==> src/rtl/urcs_pkg.sv <==
// Shared types and constants for the UART receive checker with LIFO byte store.
// No dependencies; used by every module under rtl/ except urcs_store_mem.
package urcs_pkg;

    localparam int STORE_DEPTH_DEF = 32;

    localparam int OPCODE_W  = 3;
    localparam int STATUS_W  = 3;
    localparam int PMODE_W   = 2;
    localparam int CFG_IDX_W = 1;
    localparam int CFG_DATA_W = 2;
    localparam int COUNT_W   = 16;
    localparam int CSEL_W    = 2;

    typedef enum logic [OPCODE_W-1:0] {
        OP_RECEIVE      = 3'd0,
        OP_POP          = 3'd1,
        OP_CLEAR_STORE  = 3'd2,
        OP_CLEAR_COUNTS = 3'd3,
        OP_READ_COUNT   = 3'd4
    } op_t;

    typedef enum logic [STATUS_W-1:0] {
        ST_OK      = 3'd0,
        ST_FRAMING = 3'd1,
        ST_OVERRUN = 3'd2,
        ST_PARITY  = 3'd3,
        ST_FULL    = 3'd4
    } status_t;

    typedef enum logic [PMODE_W-1:0] {
        PAR_NONE   = 2'd0,
        PAR_EVEN   = 2'd1,
        PAR_ODD    = 2'd2,
        PAR_UNUSED = 2'd3
    } parity_mode_t;

    localparam logic [CFG_IDX_W-1:0] CFG_PARITY_MODE  = 1'd0;
    localparam logic [CFG_IDX_W-1:0] CFG_COUNT_ERRORS = 1'd1;

    localparam logic [CSEL_W-1:0] CNT_FRAMING = 2'd0;
    localparam logic [CSEL_W-1:0] CNT_OVERRUN = 2'd1;
    localparam logic [CSEL_W-1:0] CNT_PARITY  = 2'd2;
    localparam logic [CSEL_W-1:0] CNT_FULL    = 2'd3;

    // One flag per error kind detected on a receive request
    typedef struct packed {
        logic framing;
        logic overrun;
        logic parity;
        logic full;
    } err_flags_t;

endpackage

==> src/rtl/urcs_store_mem.sv <==
// Byte store: single write port, single registered read port.
// Depends on nothing beyond its parameters.
module urcs_store_mem #(
    parameter int DEPTH = 32,
    parameter int AW    = $clog2(DEPTH)
) (
    input  logic          clk,
    input  logic          we,
    input  logic [AW-1:0] waddr,
    input  logic [7:0]    wdata,
    input  logic          re,
    input  logic [AW-1:0] raddr,
    output logic [7:0]    rdata
);

    logic [7:0] mem [DEPTH];
    logic [7:0] rdata_reg;

    always_ff @(posedge clk)
    begin
        if (we)
        begin
            mem[waddr] <= wdata;
        end
    end

    // read data holds until the next read
    always_ff @(posedge clk)
    begin
        if (re)
        begin
            rdata_reg <= mem[raddr];
        end
    end

    assign rdata = rdata_reg;

endmodule

==> src/rtl/urcs_rx_check.sv <==
// Receive checker: parity, line flags and store-full test, status priority.
// Depends on urcs_pkg.
module urcs_rx_check (
    input  logic [urcs_pkg::PMODE_W-1:0]  parity_mode,
    input  logic [7:0]                    data,
    input  logic                          ninth_bit,
    input  logic                          framing_error,
    input  logic                          overrun_error,
    input  logic                          store_full,
    output urcs_pkg::err_flags_t          errors,
    output urcs_pkg::status_t             status
);

    logic expect_bit;
    logic check_on;

    always_comb
    begin
        expect_bit = ^data;
        check_on   = 1'b0;
        case (urcs_pkg::parity_mode_t'(parity_mode))
            urcs_pkg::PAR_EVEN: check_on = 1'b1;
            urcs_pkg::PAR_ODD:
            begin
                check_on   = 1'b1;
                expect_bit = ~(^data);
            end
            default: check_on = 1'b0;
        endcase

        errors.framing = framing_error;
        errors.overrun = overrun_error;
        errors.parity  = check_on && (expect_bit != ninth_bit);
        errors.full    = store_full;

        // last detected error wins
        status = urcs_pkg::ST_OK;
        if (errors.framing) status = urcs_pkg::ST_FRAMING;
        if (errors.overrun) status = urcs_pkg::ST_OVERRUN;
        if (errors.parity)  status = urcs_pkg::ST_PARITY;
        if (errors.full)    status = urcs_pkg::ST_FULL;
    end

endmodule

==> src/rtl/urcs_err_counters.sv <==
// Four 16-bit wrapping error counters with bulk clear and a select mux.
// Depends on urcs_pkg.
module urcs_err_counters (
    input  logic                          clk,
    input  logic                          rst_n,
    input  logic                          inc_en,
    input  urcs_pkg::err_flags_t          inc,
    input  logic                          clear,
    input  logic [urcs_pkg::CSEL_W-1:0]   sel,
    output logic [urcs_pkg::COUNT_W-1:0]  value
);

    logic [urcs_pkg::COUNT_W-1:0] cnt_reg  [4];
    logic [urcs_pkg::COUNT_W-1:0] cnt_next [4];
    logic [3:0]                   bump;

    always_comb
    begin
        bump[urcs_pkg::CNT_FRAMING] = inc.framing;
        bump[urcs_pkg::CNT_OVERRUN] = inc.overrun;
        bump[urcs_pkg::CNT_PARITY]  = inc.parity;
        bump[urcs_pkg::CNT_FULL]    = inc.full;
        for (int i = 0; i < 4; i++)
        begin
            cnt_next[i] = cnt_reg[i];
            if (clear)
            begin
                cnt_next[i] = '0;
            end
            else if (inc_en && bump[i])
            begin
                cnt_next[i] = cnt_reg[i] + 1'b1;
            end
        end
    end

    always_ff @(posedge clk or negedge rst_n)
    begin
        if (!rst_n)
        begin
            for (int i = 0; i < 4; i++)
            begin
                cnt_reg[i] <= '0;
            end
        end
        else
        begin
            for (int i = 0; i < 4; i++)
            begin
                cnt_reg[i] <= cnt_next[i];
            end
        end
    end

    assign value = cnt_reg[sel];

endmodule

==> src/rtl/uart_rx_check_stack_buffer.sv <==
// UART receive checker in front of a LIFO byte store with RTS flow control.
// Depends on urcs_pkg, urcs_store_mem, urcs_rx_check, urcs_err_counters.
//
// Each request carries one operation (receive, pop, clear store, clear
// counters, read counter) and returns exactly one response. A request is
// taken every cycle while the response register is free or being drained,
// so the sustained rate is one request per clock, and the response is
// registered at the accepting edge: fill level, RTS and counters update there
// and the pop read goes through the store's registered read port in that same
// edge, landing together with the rest of the response. in_stall is high
// only while a response is held by out_stall. A receive with no error
// pushes its byte; framing, overrun, parity and full errors are each counted
// (when count_errors is set) and the last one in that order is reported.
// RTS rises once two or fewer slots remain after a push and falls on a pop
// that starts with more than two free. Configuration writes are taken at
// any edge with cfg_we high and apply to the next request.
module uart_rx_check_stack_buffer #(
    parameter int STORE_DEPTH = urcs_pkg::STORE_DEPTH_DEF
) (
    input  logic                             clk,
    input  logic                             rst_n,
    // request channel
    input  logic                             in_valid,
    output logic                             in_stall,
    input  logic [urcs_pkg::OPCODE_W-1:0]    opcode,
    input  logic [7:0]                       rx_byte,
    input  logic                             rx_ninth_bit,
    input  logic                             framing_error,
    input  logic                             overrun_error,
    input  logic [urcs_pkg::CSEL_W-1:0]      counter_index,
    // response channel
    output logic                             out_valid,
    input  logic                             out_stall,
    output logic [urcs_pkg::STATUS_W-1:0]    status,
    output logic [7:0]                       read_byte,
    output logic                             store_empty,
    output logic                             store_full,
    output logic                             rts_level,
    output logic [urcs_pkg::COUNT_W-1:0]     counter_value,
    // configuration
    input  logic                             cfg_we,
    input  logic [urcs_pkg::CFG_IDX_W-1:0]   cfg_index,
    input  logic [urcs_pkg::CFG_DATA_W-1:0]  cfg_data
);

    localparam int FW = $clog2(STORE_DEPTH + 1);
    localparam int AW = $clog2(STORE_DEPTH);
    localparam logic [FW-1:0] DEPTH_F    = FW'(STORE_DEPTH);
    localparam logic [FW-1:0] DEPTH_M2_F = FW'(STORE_DEPTH - 2);
    localparam logic [FW-1:0] DEPTH_M3_F = FW'(STORE_DEPTH - 3);

    // configuration
    logic [urcs_pkg::PMODE_W-1:0] parity_mode_reg;
    logic                         count_errors_reg;

    // stack state
    logic [FW-1:0] fill_reg, fill_next;
    logic          rts_reg, rts_next;

    // response register
    logic                        out_valid_reg, out_valid_next;
    urcs_pkg::status_t           status_reg;
    logic                        pop_hit_reg;
    logic                        empty_reg;
    logic                        full_reg;
    logic [urcs_pkg::COUNT_W-1:0] cval_reg;

    logic                         accept;
    urcs_pkg::op_t                op;
    urcs_pkg::err_flags_t         errs;
    urcs_pkg::status_t            chk_status;
    logic                         is_full;
    logic                         mem_we, mem_re;
    logic [AW-1:0]                mem_raddr;
    logic [7:0]                   mem_rdata;
    logic                         cnt_inc_en, cnt_clear;
    logic [urcs_pkg::COUNT_W-1:0] cnt_value;

    assign in_stall = out_valid_reg && out_stall;
    assign accept   = in_valid && !in_stall;
    assign op       = urcs_pkg::op_t'(opcode);
    assign is_full  = (fill_reg >= DEPTH_F);
    assign mem_raddr = AW'(fill_reg - 1'b1);

    urcs_rx_check u_check (
        .parity_mode   (parity_mode_reg),
        .data          (rx_byte),
        .ninth_bit     (rx_ninth_bit),
        .framing_error (framing_error),
        .overrun_error (overrun_error),
        .store_full    (is_full),
        .errors        (errs),
        .status        (chk_status)
    );

    urcs_store_mem #(
        .DEPTH (STORE_DEPTH),
        .AW    (AW)
    ) u_store (
        .clk   (clk),
        .we    (mem_we),
        .waddr (fill_reg[AW-1:0]),
        .wdata (rx_byte),
        .re    (mem_re),
        .raddr (mem_raddr),
        .rdata (mem_rdata)
    );

    urcs_err_counters u_counters (
        .clk    (clk),
        .rst_n  (rst_n),
        .inc_en (cnt_inc_en),
        .inc    (errs),
        .clear  (cnt_clear),
        .sel    (counter_index),
        .value  (cnt_value)
    );

    // operation decode: stack pointer, RTS and store port control
    always_comb
    begin
        fill_next  = fill_reg;
        rts_next   = rts_reg;
        mem_we     = 1'b0;
        mem_re     = 1'b0;
        cnt_inc_en = 1'b0;
        cnt_clear  = 1'b0;
        if (accept)
        begin
            case (op)
                urcs_pkg::OP_RECEIVE:
                begin
                    cnt_inc_en = count_errors_reg;
                    if (chk_status == urcs_pkg::ST_OK)
                    begin
                        mem_we    = 1'b1;
                        fill_next = fill_reg + 1'b1;
                        // two or fewer slots left after this push
                        if (fill_reg >= DEPTH_M3_F)
                        begin
                            rts_next = 1'b1;
                        end
                    end
                end
                urcs_pkg::OP_POP:
                begin
                    if (fill_reg < DEPTH_M2_F)
                    begin
                        rts_next = 1'b0;
                    end
                    if (fill_reg != '0)
                    begin
                        fill_next = fill_reg - 1'b1;
                        mem_re    = 1'b1;
                    end
                end
                urcs_pkg::OP_CLEAR_STORE:  fill_next = '0;
                urcs_pkg::OP_CLEAR_COUNTS: cnt_clear = 1'b1;
                default: ;
            endcase
        end
    end

    always_comb
    begin
        out_valid_next = out_valid_reg;
        if (accept)
        begin
            out_valid_next = 1'b1;
        end
        else if (out_valid_reg && !out_stall)
        begin
            out_valid_next = 1'b0;
        end
    end

    // control state
    always_ff @(posedge clk or negedge rst_n)
    begin
        if (!rst_n)
        begin
            parity_mode_reg  <= '0;
            count_errors_reg <= 1'b0;
            fill_reg         <= '0;
            rts_reg          <= 1'b0;
            out_valid_reg    <= 1'b0;
        end
        else
        begin
            if (cfg_we)
            begin
                case (cfg_index)
                    urcs_pkg::CFG_PARITY_MODE:  parity_mode_reg  <= cfg_data;
                    urcs_pkg::CFG_COUNT_ERRORS: count_errors_reg <= cfg_data[0];
                    default: ;
                endcase
            end
            fill_reg      <= fill_next;
            rts_reg       <= rts_next;
            out_valid_reg <= out_valid_next;
        end
    end

    // response payload
    always_ff @(posedge clk)
    begin
        if (accept)
        begin
            status_reg  <= (op == urcs_pkg::OP_RECEIVE) ? chk_status : urcs_pkg::ST_OK;
            pop_hit_reg <= mem_re;
            empty_reg   <= (fill_next == '0);
            full_reg    <= (fill_next >= DEPTH_F);
            cval_reg    <= (op == urcs_pkg::OP_READ_COUNT) ? cnt_value : '0;
        end
    end

    assign out_valid     = out_valid_reg;
    assign status        = status_reg;
    assign read_byte     = pop_hit_reg ? mem_rdata : 8'd0;
    assign store_empty   = empty_reg;
    assign store_full    = full_reg;
    assign rts_level     = rts_reg;
    assign counter_value = cval_reg;

    // stack pointer never passes the store depth
    a_fill_bound: assert property (@(posedge clk) disable iff (!rst_n)
        fill_reg <= DEPTH_F)
        else $error("fill level beyond store depth");

    // a response cannot report an empty and a full store together
    a_empty_full: assert property (@(posedge clk) disable iff (!rst_n)
        out_valid_reg |-> !(empty_reg && full_reg))
        else $error("store reported empty and full at once");

    // an error status only comes from a receive, which returns no byte or count
    a_err_clean: assert property (@(posedge clk) disable iff (!rst_n)
        (out_valid_reg && status_reg != urcs_pkg::ST_OK) |->
            (!pop_hit_reg && cval_reg == '0))
        else $error("error status with pop or counter data");

    // a push only ever happens on a receive that found room
    a_push_room: assert property (@(posedge clk) disable iff (!rst_n)
        mem_we |=> (fill_reg == $past(fill_reg) + 1'b1))
        else $error("push did not advance the stack pointer");

endmodule
==> config.mk <==
export PLATFORM = sky130hd
export DESIGN_NAME = uart_rx_check_stack_buffer
export DESIGN_NICKNAME = d
export VERILOG_FILES = /design/src/rtl/urcs_pkg.sv /design/src/rtl/urcs_store_mem.sv /design/src/rtl/urcs_rx_check.sv /design/src/rtl/urcs_err_counters.sv /design/src/rtl/uart_rx_check_stack_buffer.sv
export SDC_FILE = /design/constraint.sdc
export NUM_CORES = 1
export LEC_CHECK = 0
export ABC_AREA = 0
export BUFFER_PORTS_ARGS = -buffer_cell sky130_fd_sc_hd__buf_4
export CORE_MARGIN = 4
export CORE_UTILIZATION = 60
export CTS_BUF_LIST = sky130_fd_sc_hd__clkbuf_4
export DETAILED_ROUTE_END_ITERATION = 12
export PLACE_DENSITY = 0.77
export RECOVER_POWER = 50
export REMOVE_ABC_BUFFERS = 1
export SETUP_SLACK_MARGIN = 0.3
export SLEW_MARGIN = 20
export SYNTH_ARGS = -nofsm -noshare
export SYNTH_HDL_FRONTEND = slang
export SYNTH_HIERARCHICAL = 1
export SYNTH_SLANG_ARGS = --single-unit
==> constraint.sdc <==
create_clock -name clk -period 5.45 [get_ports clk]
set_input_delay 0.8175 -clock clk [delete_from_list [all_inputs] [get_ports clk]]
set_output_delay 0.8175 -clock clk [all_outputs]
set_load 0.02 [all_outputs]
==> impl_metrics.yaml <==
routing:
  drc_errors: 0
  wl_per_cell_um: 23.2
  via_count: 9066
  drtIter0Drc: 998
  drt_wl_total_um: 33700
  ant_nets: 0
  first_pass_iters: 5
  viasPerCell: 6.24
die:
  die_y_um: 170
  fp.dieW_um: 170
  pin_count: 56
  core-area_um2: 25500
  start_util_pct: 61.6
  fp.dieArea_um2: 28800
  fp-row-count: 58
global_routing:
  grt_start_max_net_pins: 76
  grtUsageMet2_pct: 39.7
  gr-total-overflow: 0
  grt_use_met3_pct: 4.91
  grt_pass1_wl_um: 53000
  grt_pass1_vias: 9276
  top_usage_layer: "met2"
  met1_usage_pct: 33.6
  grt_antenna_before_repair: 1
  track_usage_pct: 24.2
synth:
  synth-edff-count: 286
  syn_avg_cell_area_um2: 16.6
  ys_seq_elements: 361
  ys.flop_type: "edfxtp_1"
  yosysTopAreaCellShare_pct: 54.7
  synth_area_um2: 15700
  yosysTopAreaCell: "edfxtp_1"
  synth_cells: 944
  seq_area_frac_synth_pct: 66.7
  synth.top_cells.by_area: "edfxtp_1 (55%), mux4_2 (14%), dfrtp_1 (12%), nor2_1 (2.2%), xnor2_1 (1.5%)"
  synthArstFlopShare_pct: 20.8
  yosys_warnings: 6
  yosysUniqueCellTypes: 68
min_path:
  min_to: "out_valid"
  min_path_type: "in2reg"
  hold_depth: 2
  hold_start: "in_valid"
clock_tree:
  clock-sinks: 361
  numCtsBuffers: 90
  htreeDepth: 3
  post_cts_buffers: 0
  clkTransAtPathRegs_ps: 70
  cts_hold_buf: 0
  cts_resized: 0
  clockBufferDepth: 3
  cts_tree: "yes"
  cts_root_buffer: "clkbuf_4"
  clk_latency_ps: 720
sta:
  hold_viol: 0
  fin_crit_sh_pct: 81.8
  fmax_mhz: 224
  max-slew-margin-rel_pct: -176
  clock-skew-final_ps: 54.4
  holdWs_ps: 311
  drv_slew: 144
  setup_viol: 0
  tightest_slew_ps: 4140
  fin_crit_ps: 4460
  rsz0062_at_grt: "no"
run_status:
  violations: "capacitance limit, slew limit"
  status: "finished, violations left"
critical_path:
  reg2reg_depth: 7
  worstPathMaxFanout: 33
  cp.required_ps: 5790
  reg2reg_from: "fill_reg[0]"
  crit_type: "in2reg"
  crit_path_start_kind: "input pin"
  r2r_slack_ps: 1380
  reg2reg_to: "u_store/rdata[1]"
  cp.arrival_ps: 4790
  cp-end-kind: "flip-flop"
placed_design:
  dpl.hpwl_um: 21200
  port_buffers: 55
  numPlacedInstances: 1287
  gp_congestion: 0.814
finish:
  area_delta_synth_final_pct: 11.7
  fin_nets: 1082
  fin_util_pct: 68.8
  largest_register_ffs: 256
  drive_above_1_share_pct: 30.3
  layout.cells.non_filler: 1452
power_and_ir_drop:
  p_per_area_nw_per_um2: 371
  power.leakage_nw: 6.28
  irDropWorstVdd_v: 0.000202
  p_total_mw: 6.51
job:
  cap_viol_max_count: 3
## cell usage in the layout, fill, tap and decap left out, drive strengths merged, types with 7 or more instances in the layout
master / Yosys / layout
xnor2: 30 / 30
and2: 31 / 31
nand3b: 7 / 7
a21oi: 19 / 19
clkbuf: 17 / 141
ha: 9 / 9
mux4: 96 / 96
nand4: 23 / 23
and4: 7 / 7
dfrtp: 75 / 75
nand2: 32 / 32
o21ai: 15 / 15
buf: 29 / 53
nor3: 15 / 15
nor2: 94 / 94
xor2: 22 / 22
nor4: 13 / 13
or3: 12 / 12
edfxtp: 286 / 286
mux2: 15 / 15
inv: 17 / 18
nand3: 33 / 33
clkinv: 1 / 23
## worst max-delay path, stage by stage
cell	delay (ps)
clkbuf_1	1120
xnor2_1	220
xnor3_1	310
nand3b_1	130
nand3_1	150
nor3_4	390
nand2_1	130
nor2_1	240
or3b_2	630
nor2_1	630
## where the power goes
| part | internal (mW) | total, mW | leakage [nW] | switching, mW |
|---|---|---|---|---|
| Sequential | 3.03 | 3.08 | 3.62 | 0.0509 |
| Clock | 1.32 | 2.38 | 0.725 | 1.06 |
| Combinational | 0.501 | 1.04 | 1.93 | 0.542 |
## kinds of logic after synthesis
family | after synthesis | synth area share, %
adder cells (fa/ha/maj) | 9 | 0.717
XOR/XNOR | 53 | 3.26
buffers and inverters | 64 | 2.13
flip-flops | 361 | 66.7
AO/OA/AOI/OAI | 54 | 2.22
AND/OR/NAND/NOR | 292 | 10.1
multiplexers | 111 | 14.9
## area by class of cell
type,instances,area (um2)
inverter,18,71.3
fill,1682,7940
antenna,1,2.50
clock inverter,29,225
tap,330,413
clock buffer,135,1010
timing repair buffer,59,424
sequential,361,10500
multi-input combinational,519,4920
## synth_stat cells (all sizes together) (3+ instances only)
cell    instances
or3b            4
and4            7
and3            4
and2           31
nor3           15
xor2           22
nor2b           5
nor3b           3
nor2           94
or3            12
clkbuf         17
buf            29
nor4           13
o21ai          15
dfrtp          75
ha              9
o31ai           4
nand3          33
xnor2          30
nand4          23
or4             4
inv            17
nand3b          7
edfxtp        286
nand2          32
mux4           96
mux2           15
a21oi          19
## per-stage QoR
stage	worst slack, ps	setup TNS [ps]	area [um2]
6_report	993	0	17500
5_1_grt	754	0	17500
4_1_cts	1380	0	17600
3_5_place_dp	978	0	16300
3_3_place_gp	1150	0	16300
2_1_floorplan	-2120	-16970	15400
## worst max-delay path by stage
stage	end	depth (start not counted)	from	slack, ps
after global placement	u_store/mem[2][0]	10	rx_byte[4]	1150
after global routing	u_store/mem[7][7]	10	rx_byte[7]	750
after detailed placement	u_store/mem[7][5]	10	rx_byte[5]	980
after floorplan	u_store/rdata[0]	6	fill_reg[0]	-2120
after CTS	u_store/rdata[1]	7	fill_reg[0]	1380
final	u_store/mem[8][3]	10	rx_byte[6]	990
## metal layers
layer	wire, um	up-vias
met5	0	-
met2	16900	435
met1	13600	4608
met3	2440	63
met4	794	0
li1	-	3960
(Power assumes the default switching activity.)
